[src/hw/rtl/blwa_pkg.sv]
`timescale 1ns / 1ps
package blwa_pkg;

  localparam int unsigned DATA_WIDTH_DEF = 32;
  localparam int unsigned FRAC_BITS_DEF  = 16;
  localparam int unsigned MAX_POWER_DEF  = 8;

  localparam int unsigned POWER_W   = 4;
  localparam int unsigned SUM_W     = 64;
  localparam int unsigned CNT_W     = 32;
  localparam int unsigned CFG_IDX_W = 2;

  localparam logic [CFG_IDX_W-1:0] REG_INV_THRESHOLD = 2'd0;
  localparam logic [CFG_IDX_W-1:0] REG_POWER         = 2'd1;
  localparam logic [CFG_IDX_W-1:0] REG_GRAD_SCALE    = 2'd2;

  localparam logic [POWER_W-1:0] POWER_RESET = 4'd2;

  // Queue status seen by the producer and the consumer
  typedef struct packed {
    logic full;
    logic avail;
  } qstat_t;

endpackage

[src/hw/rtl/blwa_queue.sv]
`timescale 1ns / 1ps
module blwa_queue #(
  parameter int unsigned W = 66
) (
  input  logic             clk_i,
  input  logic             rst_ni,
  input  logic             push_i,
  input  logic [W-1:0]     data_i,
  input  logic             pop_i,
  output logic [W-1:0]     data_o,
  output blwa_pkg::qstat_t stat_o
);
  import blwa_pkg::*;

  localparam logic [1:0] DEPTH = 2'd2;

  logic [W-1:0] mem_q [2];
  logic         wr_ptr_q, rd_ptr_q;
  logic [1:0]   cnt_q;
  logic         do_push, do_pop;

  assign do_push = push_i && (cnt_q != DEPTH);
  assign do_pop  = pop_i && (cnt_q != 2'd0);

  always_ff @(posedge clk_i or negedge rst_ni) begin
    if (!rst_ni) begin
      wr_ptr_q <= 1'b0;
      rd_ptr_q <= 1'b0;
      cnt_q    <= 2'd0;
    end else begin
      if (do_push) wr_ptr_q <= ~wr_ptr_q;
      if (do_pop)  rd_ptr_q <= ~rd_ptr_q;
      cnt_q <= cnt_q + {1'b0, do_push} - {1'b0, do_pop};
    end
  end

  always_ff @(posedge clk_i) begin
    if (do_push) mem_q[wr_ptr_q] <= data_i;
  end

  assign data_o       = mem_q[rd_ptr_q];
  assign stat_o.full  = (cnt_q == DEPTH);
  assign stat_o.avail = (cnt_q != 2'd0);

endmodule

[src/hw/rtl/blwa_front.sv]
`timescale 1ns / 1ps
module blwa_front #(
  parameter int unsigned DW = 32
) (
  input  logic signed [DW-1:0] prediction_i,
  input  logic signed [DW-1:0] label_i,
  input  logic                 last_element_i,
  input  logic                 push_i,
  output logic                 full_o,
  input  blwa_pkg::qstat_t     q_stat_i,
  output logic                 q_push_o,
  output logic [2*DW+1:0]      q_data_o
);
  import blwa_pkg::*;

  logic [DW:0]   diff, diff_mag;
  logic [DW-1:0] lab_u, lab_mag;

  // Error in one extra bit, then split into sign and magnitude
  assign diff     = {prediction_i[DW-1], prediction_i} - {label_i[DW-1], label_i};
  assign diff_mag = diff[DW] ? (~diff + 1'b1) : diff;
  assign lab_u    = label_i;
  assign lab_mag  = lab_u[DW-1] ? (~lab_u + 1'b1) : lab_u;

  assign full_o   = q_stat_i.full;
  assign q_push_o = push_i && !q_stat_i.full;
  assign q_data_o = {last_element_i, diff[DW], diff_mag[DW-1:0], lab_mag};

endmodule

[src/hw/rtl/blwa_back.sv]
`timescale 1ns / 1ps
module blwa_back #(
  parameter int unsigned DW = 32,
  parameter int unsigned FB = 16,
  parameter int unsigned MP = 8
) (
  input  logic                          clk_i,
  input  logic                          rst_ni,
  input  blwa_pkg::qstat_t              q_stat_i,
  input  logic [2*DW+1:0]               q_data_i,
  output logic                          q_pop_o,
  input  logic [DW-1:0]                 inv_threshold_i,
  input  logic [blwa_pkg::POWER_W-1:0]  power_i,
  input  logic [DW-1:0]                 gradient_scale_i,
  input  logic                          pop_i,
  output logic                          empty_o,
  output logic [DW-1:0]                 normalized_diff_o,
  output logic [DW-1:0]                 gradient_o,
  output logic [DW-1:0]                 loss_value_o,
  output logic                          loss_valid_o
);
  import blwa_pkg::*;

  localparam int unsigned PW  = 2 * DW;
  localparam int unsigned MW  = (PW > SUM_W) ? PW : SUM_W;
  localparam int unsigned DVW = (DW + FB > SUM_W) ? DW + FB : SUM_W;
  localparam int unsigned DSW = (DW > CNT_W + 1) ? DW : CNT_W + 1;
  localparam int unsigned CW  = $clog2(DVW + 1);
  localparam int unsigned PWW = $clog2(MP + 1);

  localparam logic [DW-1:0]    DMASK   = {DW{1'b1}};
  localparam logic [DW-1:0]    ONEQ    = {{(DW-1){1'b0}}, 1'b1} << FB;
  localparam logic [DW-1:0]    SMINMAG = {1'b1, {(DW-1){1'b0}}};
  localparam logic [DW-1:0]    SMAXV   = {1'b0, {(DW-1){1'b1}}};
  localparam logic [DW-1:0]    SMIN1   = SMINMAG + 1'b1;
  localparam logic [DW-1:0]    QLIM    = SMINMAG >> FB;
  localparam logic [SUM_W-1:0] SUM_MAX = {1'b0, {(SUM_W-1){1'b1}}};
  localparam logic [CNT_W-1:0] CNT_MAX = {CNT_W{1'b1}};

  localparam logic [2:0] S_IDLE = 3'd0;
  localparam logic [2:0] S_MA   = 3'd1;
  localparam logic [2:0] S_POW  = 3'd2;
  localparam logic [2:0] S_DIV  = 3'd3;
  localparam logic [2:0] S_MG   = 3'd4;
  localparam logic [2:0] S_MT   = 3'd5;
  localparam logic [2:0] S_LDIV = 3'd6;
  localparam logic [2:0] S_OUT  = 3'd7;

  function automatic logic [SUM_W-1:0] mul_sat(input logic [PW-1:0] prod,
                                               input logic [SUM_W-1:0] cap);
    logic [MW-1:0] p, c;
    p = MW'(prod >> FB);
    c = MW'(cap);
    if (((prod >> SUM_W) != '0) || (p > c)) mul_sat = cap;
    else mul_sat = p[SUM_W-1:0];
  endfunction

  function automatic logic [DW-1:0] pack(input logic neg, input logic [DW-1:0] mag);
    if (neg && (mag != '0)) pack = (mag > SMINMAG) ? SMINMAG : (~mag + 1'b1);
    else pack = (mag > SMAXV) ? SMAXV : mag;
  endfunction

  function automatic logic [DW-1:0] weight(input logic [DW-1:0] acc);
    logic [DW:0] s;
    s = {1'b0, acc} + {1'b0, ONEQ};
    weight = s[DW] ? DMASK : s[DW-1:0];
  endfunction

  logic [2:0]       st_q;
  logic [CW-1:0]    cnt_q;
  logic [PWW-1:0]   k_q, pw_q, pw_cl;
  logic [DW-1:0]    em_q, a_q, dmc_q, nd_q, grad_q, loss_q;
  logic             eneg_q, last_q, dneg_q, lv_q;
  logic [SUM_W-1:0] sum_q;
  logic [CNT_W-1:0] count_q;
  logic [PW-1:0]    ma_q, prod_q, prod_nx;
  logic [DW-1:0]    mb_q;
  logic [DVW-1:0]   dvd_q, dvd_nx;
  logic [DSW-1:0]   dsr_q, rem_q;
  logic [DSW:0]     rem_sh, rem_nx;
  logic             ge, mul_last, div_last;
  logic             ovalid_q, load_out;
  logic [DW-1:0]    o_nd_q, o_grad_q, o_loss_q;
  logic             o_lv_q;

  logic [DW-1:0]    gm, q_lo, dm, dlim, dmc, a_nx, acc_nx, gmag, lossv;
  logic             gn, qsat, dneg;
  logic [SUM_W-1:0] a_full, gmag_full;
  logic [SUM_W-1:0] term, sum_new;
  logic [CNT_W-1:0] count_new;

  // Shared shift-add multiplier and restoring divider steps
  assign prod_nx  = prod_q + (mb_q[0] ? ma_q : '0);
  assign rem_sh   = {rem_q, dvd_q[DVW-1]};
  assign ge       = rem_sh >= {1'b0, dsr_q};
  assign rem_nx   = ge ? (rem_sh - {1'b0, dsr_q}) : rem_sh;
  assign dvd_nx   = {dvd_q[DVW-2:0], ge};
  assign mul_last = (cnt_q == CW'(DW - 1));
  assign div_last = (cnt_q == CW'(DVW - 1));

  assign pw_cl = (int'(power_i) > MP) ? PWW'(MP) : PWW'(power_i);
  assign gn    = gradient_scale_i[DW-1];
  assign gm    = gn ? (~gradient_scale_i + 1'b1) : gradient_scale_i;

  assign a_full    = mul_sat(prod_nx, SUM_W'(DMASK));
  assign a_nx      = a_full[DW-1:0];
  assign acc_nx    = a_nx;
  assign q_lo      = dvd_nx[DW-1:0];
  assign qsat      = (dvd_nx >> FB) > DVW'(QLIM);
  assign dm        = qsat ? SMIN1 : q_lo;
  assign dneg      = eneg_q && (dm != '0);
  assign dlim      = dneg ? SMINMAG : SMAXV;
  assign dmc       = (dm > dlim) ? dlim : dm;
  assign gmag_full = mul_sat(prod_nx, SUM_W'(SMIN1));
  assign gmag      = gmag_full[DW-1:0];
  assign term      = mul_sat(prod_nx, SUM_MAX);
  assign sum_new   = (sum_q > SUM_MAX - term) ? SUM_MAX : sum_q + term;
  assign count_new = (count_q == CNT_MAX) ? count_q : count_q + 1'b1;
  assign lossv     = (dvd_nx > DVW'(SMAXV)) ? SMAXV : dvd_nx[DW-1:0];

  assign q_pop_o  = (st_q == S_IDLE) && q_stat_i.avail;
  assign load_out = (st_q == S_OUT) && (!ovalid_q || pop_i);

  always_ff @(posedge clk_i or negedge rst_ni) begin
    if (!rst_ni) begin
      st_q     <= S_IDLE;
      cnt_q    <= '0;
      k_q      <= '0;
      pw_q     <= '0;
      sum_q    <= '0;
      count_q  <= '0;
      ovalid_q <= 1'b0;
      em_q <= '0; a_q <= '0; dmc_q <= '0; nd_q <= '0; grad_q <= '0; loss_q <= '0;
      eneg_q <= 1'b0; last_q <= 1'b0; dneg_q <= 1'b0; lv_q <= 1'b0;
      ma_q <= '0; mb_q <= '0; prod_q <= '0;
      dvd_q <= '0; dsr_q <= '0; rem_q <= '0;
    end else begin
      if (load_out) ovalid_q <= 1'b1;
      else if (pop_i && ovalid_q) ovalid_q <= 1'b0;

      case (st_q)
        S_IDLE: begin
          if (q_stat_i.avail) begin
            last_q <= q_data_i[2*DW+1];
            eneg_q <= q_data_i[2*DW];
            em_q   <= q_data_i[2*DW-1:DW];
            pw_q   <= pw_cl;
            ma_q   <= PW'(q_data_i[DW-1:0]);
            mb_q   <= inv_threshold_i;
            prod_q <= '0;
            cnt_q  <= '0;
            st_q   <= S_MA;
          end
        end
        S_MA, S_POW, S_MG, S_MT: begin
          prod_q <= prod_nx;
          ma_q   <= ma_q << 1;
          mb_q   <= mb_q >> 1;
          cnt_q  <= cnt_q + 1'b1;
          if (mul_last) begin
            cnt_q  <= '0;
            prod_q <= '0;
            case (st_q)
              S_MA: begin
                a_q <= a_nx;
                k_q <= '0;
                if (pw_q == '0) begin
                  dvd_q <= DVW'(em_q) << FB;
                  dsr_q <= DSW'(weight(ONEQ));
                  rem_q <= '0;
                  st_q  <= S_DIV;
                end else begin
                  ma_q <= PW'(ONEQ);
                  mb_q <= a_nx;
                  st_q <= S_POW;
                end
              end
              S_POW: begin
                if (PWW'(k_q + 1'b1) == pw_q) begin
                  dvd_q <= DVW'(em_q) << FB;
                  dsr_q <= DSW'(weight(acc_nx));
                  rem_q <= '0;
                  st_q  <= S_DIV;
                end else begin
                  k_q  <= k_q + 1'b1;
                  ma_q <= PW'(acc_nx);
                  mb_q <= a_q;
                end
              end
              S_MG: begin
                grad_q <= pack(dneg_q ^ gn, gmag);
                ma_q   <= PW'(dmc_q);
                mb_q   <= em_q;
                st_q   <= S_MT;
              end
              default: begin
                count_q <= count_new;
                if (last_q) begin
                  sum_q <= sum_new;
                  dvd_q <= DVW'(sum_new);
                  dsr_q <= DSW'({count_new, 1'b0});
                  rem_q <= '0;
                  st_q  <= S_LDIV;
                end else begin
                  sum_q  <= sum_new;
                  loss_q <= '0;
                  lv_q   <= 1'b0;
                  st_q   <= S_OUT;
                end
              end
            endcase
          end
        end
        S_DIV: begin
          dvd_q <= dvd_nx;
          rem_q <= rem_nx[DSW-1:0];
          cnt_q <= cnt_q + 1'b1;
          if (div_last) begin
            cnt_q  <= '0;
            dneg_q <= dneg;
            nd_q   <= pack(dneg, dm);
            dmc_q  <= dmc;
            ma_q   <= PW'(dmc);
            mb_q   <= gm;
            prod_q <= '0;
            st_q   <= S_MG;
          end
        end
        S_LDIV: begin
          dvd_q <= dvd_nx;
          rem_q <= rem_nx[DSW-1:0];
          cnt_q <= cnt_q + 1'b1;
          if (div_last) begin
            cnt_q   <= '0;
            loss_q  <= lossv;
            lv_q    <= 1'b1;
            sum_q   <= '0;
            count_q <= '0;
            st_q    <= S_OUT;
          end
        end
        S_OUT: begin
          if (load_out) st_q <= S_IDLE;
        end
        default: st_q <= S_IDLE;
      endcase
    end
  end

  always_ff @(posedge clk_i) begin
    if (load_out) begin
      o_nd_q   <= nd_q;
      o_grad_q <= grad_q;
      o_loss_q <= loss_q;
      o_lv_q   <= lv_q;
    end
  end

  assign empty_o           = !ovalid_q;
  assign normalized_diff_o = o_nd_q;
  assign gradient_o        = o_grad_q;
  assign loss_value_o      = o_loss_q;
  assign loss_valid_o      = o_lv_q;

endmodule

[src/hw/rtl/bell_weighted_loss_accumulator.sv]
`timescale 1ns / 1ps
// Bell-weighted loss accumulator. Push prediction/label pairs (signed fixed
// point, FRAC_BITS fraction bits) in; pop one result per pair: the
// normalised difference e / (1 + (|y| * inv_threshold)^power), the gradient
// and, on the beat marked last_element, the loss sum / (2 * count), after
// which the sum and count start again from zero. All results saturate.
// Each item holds the back end while it goes through the shared shift-add
// multiplier for |y| * inv_threshold and each power step, then the
// restoring divider, then the multiplier again for the gradient and the
// loss term; the last element takes a second divider pass for the loss.
// A two-entry queue lets the front take beats while the back end is busy,
// and the output register holds a finished beat while the next one is in
// work. Write the configuration registers only while the block is idle.
module bell_weighted_loss_accumulator #(
  parameter int unsigned DATA_WIDTH = blwa_pkg::DATA_WIDTH_DEF,
  parameter int unsigned FRAC_BITS  = blwa_pkg::FRAC_BITS_DEF,
  parameter int unsigned MAX_POWER  = blwa_pkg::MAX_POWER_DEF
) (
  input  logic                             clk_i,
  input  logic                             rst_ni,
  input  logic                             push_i,
  output logic                             full_o,
  input  logic signed [DATA_WIDTH-1:0]     prediction_i,
  input  logic signed [DATA_WIDTH-1:0]     label_i,
  input  logic                             last_element_i,
  input  logic                             pop_i,
  output logic                             empty_o,
  output logic signed [DATA_WIDTH-1:0]     normalized_diff_o,
  output logic signed [DATA_WIDTH-1:0]     gradient_o,
  output logic signed [DATA_WIDTH-1:0]     loss_value_o,
  output logic                             loss_valid_o,
  input  logic                             cfg_we_i,
  input  logic [blwa_pkg::CFG_IDX_W-1:0]   cfg_index_i,
  input  logic [DATA_WIDTH-1:0]            cfg_data_i
);
  import blwa_pkg::*;

  localparam int unsigned IW = 2 * DATA_WIDTH + 2;
  localparam logic [DATA_WIDTH-1:0] INV_RESET =
    {{(DATA_WIDTH-1){1'b0}}, 1'b1} << FRAC_BITS;

  logic [DATA_WIDTH-1:0] inv_threshold_q, gradient_scale_q;
  logic [POWER_W-1:0]    power_q;
  logic                  q_push, q_pop;
  logic [IW-1:0]         q_wdata, q_rdata;
  qstat_t                q_stat;
  logic [DATA_WIDTH-1:0] nd, grad, loss;

  // Configuration: one write a beat, unknown indexes drop silently
  always_ff @(posedge clk_i or negedge rst_ni) begin
    if (!rst_ni) begin
      inv_threshold_q  <= INV_RESET;
      power_q          <= POWER_RESET;
      gradient_scale_q <= '0;
    end else if (cfg_we_i) begin
      case (cfg_index_i)
        REG_INV_THRESHOLD: inv_threshold_q  <= cfg_data_i;
        REG_POWER:         power_q          <= cfg_data_i[POWER_W-1:0];
        REG_GRAD_SCALE:    gradient_scale_q <= cfg_data_i;
        default: ;
      endcase
    end
  end

  // Front: form the error and label magnitude, hand the beat to the queue
  blwa_front #(.DW(DATA_WIDTH)) u_front (
    .prediction_i   (prediction_i),
    .label_i        (label_i),
    .last_element_i (last_element_i),
    .push_i         (push_i),
    .full_o         (full_o),
    .q_stat_i       (q_stat),
    .q_push_o       (q_push),
    .q_data_o       (q_wdata)
  );

  blwa_queue #(.W(IW)) u_queue (
    .clk_i  (clk_i),
    .rst_ni (rst_ni),
    .push_i (q_push),
    .data_i (q_wdata),
    .pop_i  (q_pop),
    .data_o (q_rdata),
    .stat_o (q_stat)
  );

  // Back: weight, divide, scale, accumulate, hold the result for the consumer
  blwa_back #(.DW(DATA_WIDTH), .FB(FRAC_BITS), .MP(MAX_POWER)) u_back (
    .clk_i             (clk_i),
    .rst_ni            (rst_ni),
    .q_stat_i          (q_stat),
    .q_data_i          (q_rdata),
    .q_pop_o           (q_pop),
    .inv_threshold_i   (inv_threshold_q),
    .power_i           (power_q),
    .gradient_scale_i  (gradient_scale_q),
    .pop_i             (pop_i),
    .empty_o           (empty_o),
    .normalized_diff_o (nd),
    .gradient_o        (grad),
    .loss_value_o      (loss),
    .loss_valid_o      (loss_valid_o)
  );

  assign normalized_diff_o = nd;
  assign gradient_o        = grad;
  assign loss_value_o      = loss;

endmodule

[config.mk]
export PLATFORM = sky130hd
export DESIGN_NAME = bell_weighted_loss_accumulator
export DESIGN_NICKNAME = d
export VERILOG_FILES = /design/src/hw/rtl/blwa_pkg.sv /design/src/hw/rtl/blwa_queue.sv /design/src/hw/rtl/blwa_front.sv /design/src/hw/rtl/blwa_back.sv /design/src/hw/rtl/bell_weighted_loss_accumulator.sv
export SDC_FILE = /design/constraint.sdc
export NUM_CORES = 2
export LEC_CHECK = 0
export BUFFER_PORTS_ARGS = -buffer_cell sky130_fd_sc_hd__buf_4
export CAP_MARGIN = 10
export CORE_MARGIN = 1
export CORE_UTILIZATION = 55
export CTS_BUF_LIST = sky130_fd_sc_hd__clkbuf_4
export DETAILED_ROUTE_END_ITERATION = 8
export GPL_TIMING_DRIVEN = 0
export PLACE_DENSITY_LB_ADDON = 0.12
export SETUP_SLACK_MARGIN = 0.2
export SLEW_MARGIN = 25
export SYNTH_ARGS = -nofsm -noshare
export SYNTH_HDL_FRONTEND = slang
export SYNTH_SLANG_ARGS = --single-unit
[constraint.sdc]
create_clock -name clk_i -period 9.2 [get_ports clk_i]
set_input_delay 1.84 -clock clk_i [delete_from_list [all_inputs] [get_ports clk_i]]
set_output_delay 1.84 -clock clk_i [all_outputs]
set_load 0.01 [all_outputs]
==> impl_metrics.csv <==
group,metric,value,unit
routing,postRouteAntennaNets,0,
power_and_ir_drop,leakagePower,26.3,nW
final_layout,drive_gt1_frac,0.130,
timing,setup_viol,0,
power_and_ir_drop,p_switching,6.23,mW
routing,via_count,52914,
routing,drt_iter0_drc,7241,
setup_path,critPathCaptureType,"register",
placed_design,place_ws,-0.384,ns
global_route,grt_max_degree,90,
setup_path,cp-start-kind,"register",
routing,route.detailed.drc,0,
synth,synth_seq_area_share,0.437,
synth,synth_compound_area_frac,0.244,
setup_path,slowest_delay,0.48,ns
synth,avgSynthCellArea,9.17,sq um
placed_design,io_buffers,202,
final_layout,area_growth,13.0,%
timing,finClkSkew,0.0938,ns
global_route,grt_pass1_vias,49157,
outcome,outcome,"complete, no violations",
routing,wl,231000,microns
synth,yosys-top-cells-count,"dfrtp_1, o21ai_0, nor2_1, nand2_1, a21oi_1",
synth,yosys.area.top_type,"dfrtp_1",
clock_network,htree_levels,4,
routing,first_pass_iters,6,
timing,holdWs,0.393,ns
power_and_ir_drop,power_density,233,mW/mm^2
synth,synth.top_cell.area_share,0.309,
final_layout,fillCellCount,8383,
timing,max_freq,115,MHz
global_route,use_met2,0.669,
min_path,min_path_type,"reg2reg",
timing,slew_headroom,0.206,
global_route,grt_use_total,0.454,
final_layout,final_core_util,0.631,
timing,tightest_slew,1.19,ns
clock_network,cts_tree,"done",
synth,synthTopCellsByArea,"dfrtp_1, edfxtp_1, o21ai_0",
power_and_ir_drop,p_seq_frac,0.373,
synth,ys_warn_count,0,
synth,yosysUniqueCellTypes,98,
timing,fin_crit_sh,0.943,
setup_path,path_max_fanout,10,
clock_network,ctsHoldBuffers,0,
final_layout,fin_cells,7883,
die,ios,203,
global_route,grt_busiest_layer,"met2",
synth,synth_top_family_by_area,"compound AO/OA/AOI/OAI gates",
die,die_x,316,microns
power_and_ir_drop,pwr-share-comb,0.367,
synth,synth-simple-area-share,0.149,
synth,synthMuxAreaShare,0.0311,
power_and_ir_drop,sw_frac_of_total,0.435,
power_and_ir_drop,ir_drop,0.000168,V
routing,avgViaCountPerCell,6.71,
clock_network,numCtsBuffers,240,
setup_path,cp_slowest_cell,"clkbuf_1",
final_layout,nets,6719,
synth,synth_flop_cell,"dfrtp_1",
global_route,grt_pass1_wl,330000,microns
clock_network,cts.sinks,902,
power_and_ir_drop,power_frac_clock,0.259,
synth,synthAdderAreaFrac,0.0524,
clock_network,postCtsSetupRepairBufs,0,
synth,synth_most_common_cell,"dfrtp_1",
global_route,antenna_found_initial,28,
timing,rsz0062_at_grt,"no",
die,rows,114,
synth,synthArstFlopShare,0.746,
placed_design,placedCellCount,7424,
power_and_ir_drop,intPower,8.08,mW
setup_path,crit_top_cell,"nand3_1",
timing,setup_ws,0.526,ns
routing,wl_per_cell,29.3,microns
synth,synth-seq-cells,902,
setup_path,crit_type,"reg2reg",
run,cap_viol_max_count,0,
global_route,overflow,0,
die,core_area,0.0973,sq mm
setup_path,cp.arrival,9.81,ns
global_route,use_met3,0.129,
synth,synth_area,0.0543,sq mm
clock_network,clock_latency,1.24,ns
synth,synth-edff-count,229,
synth,netlist_instances,5921,
die,dieArea,0.100,sq mm
clock_network,path_clk_slew,0.07,ns
synth,synth-xor-area-share,0.0489,
clock_network,cts-root-buf,"clkbuf_4",
placed_design,routabilityCongestion,1.08,
setup_path,worst_ep_required_time,10.33,ns
global_route,grt.met1_usage,0.587,
clock_network,clockBufferDepth,3,
die,start_util,0.558,
timing,fin_crit,8.67,ns
timing,finalHoldViolCount,0,
synth,synth_nets,6250,
power_and_ir_drop,total_power,14.3,mW
timing,report.final.slew_viol_count,0,
die,die_y,316,microns
placed_design,hpwl,178000,microns
==> critical path: cells and delay by family, from the launching register on <==
family | cells | cell delay [ns]
adder cells (fa/ha/maj) | 2 | 0.54
XOR/XNOR | 1 | 0.19
AND/OR/NAND/NOR | 12 | 3.04
flip-flops | 1 | 0.45
buffers and inverters | 7 | 2.13
AO/OA/AOI/OAI | 8 | 2.24
==> through the flow <==
stage	TNS, ns	instance area (sq um)
after floorplan	0	54300
after detailed placement	-12.07	58100
after CTS	0	61200
after global routing	0	61400
after global placement	-984.44	57400
final	0	61400
==> path summary, 6_finish.rpt <==
path	startpoint	end	slack (ns)	depth (start not counted)
worst max-delay path	u_back.mb_q[0]	u_back.grad_q[10]	0.53	30
worst min-delay path	u_back.loss_q[26]	u_back.loss_value_o[26]	0.39	0
worst max register to register	u_back.mb_q[0]	u_back.grad_q[10]	0.53	30
worst min register to register	u_back.loss_q[26]	u_back.loss_value_o[26]	0.39	0
max in group asynchronous	rst_ni	u_back.nd_q[8]	7.08	4
min in group asynchronous	rst_ni	u_back.sum_q[50]	0.42	1
==> cells in the final DEF, fill, tap and decap left out, types with 63 or more instances in the layout <==
master      n
dfrtp_1   671
o21ai_0   619
nor2_1    545
nand2_1   503
a21oi_1   466
clkbuf_4  349
clkbuf_1  303
edfxtp_1  229
ha_1      221
buf_4     204
xnor2_1   185
inv_1     172
a21o_1    135
and2_1    108
a22o_1     99
xor2_1     98
mux2_2     96
a31oi_1    94
nand3_1    90
nor3_1     81
nand4_1    75
a22oi_1    65
clkinv_1   63
==> area by class of cell <==
class	count	area [sq um]	share of cell area
Tap cell	1276	1600	0.0260
Clock buffer	348	2610	0.0426
Multi-Input combinational cell	4475	28800	0.469
Sequential cell	902	23700	0.386
Timing Repair Buffer	227	2000	0.0326
Buffer	368	1430	0.0233
Antenna cell	13	32.5	0.000530
Clock inverter	98	520	0.00848
Inverter	176	661	0.0108
==> state kept, by name, indices dropped and copies added, names as in the netlist, 7 cells and up <==
| name | flops |
|---|---|
| u_queue.mem_q | 132 |
| u_back.dvd_q | 64 |
| u_back.ma_q | 64 |
| u_back.prod_q | 64 |
| u_back.sum_q | 64 |
| u_back.dsr_q | 33 |
| u_back.rem_q | 33 |
| gradient_scale_q | 32 |
| inv_threshold_q | 32 |
| u_back.a_q | 32 |
| u_back.count_q | 32 |
| u_back.dmc_q | 32 |
| u_back.em_q | 32 |
| u_back.grad_q | 32 |
| u_back.gradient_o | 32 |
| u_back.loss_q | 32 |
| u_back.loss_value_o | 32 |
| u_back.mb_q | 32 |
| u_back.nd_q | 32 |
| u_back.normalized_diff_o | 32 |
| u_back.cnt_q | 7 |
==> kinds of logic after synthesis <==
kind of cell,Yosys count
AO/OA/AOI/OAI,2076
AND/OR/NAND/NOR,1716
flip-flops,902
buffers and inverters,544
XOR/XNOR,301
adder cells (fa/ha/maj),225
multiplexers,157
==> routing by layer <==
layer	vias to the layer above	wire (microns)
li1	22913	-
met1	25711	88500
met2	3484	98300
met3	780	26700
met4	26	17300
met5	-	189
==> what timing repair did <==
| action | 4_1_cts | 5_1_grt |
|---|---|---|
| gates cloned | 0 | 0 |
| setup endpoints to repair | 134 | 112 |
| gates resized for setup | 7 | 34 |
==> power by group through the flow <==
stage / sequential, mW / clock [mW] / combinational, mW
6_report: 5.34 / 3.71 / 5.25
5_1_grt: 5.33 / 3.92 / 5.47
4_1_cts: 5.27 / 3.72 / 5.02
3_5_place_dp: 5.35 / 0 / 4.98
3_3_place_gp: 5.35 / 0 / 4.82
2_1_floorplan: 4.97 / 0 / 3.03
(Power assumes the default switching activity.)
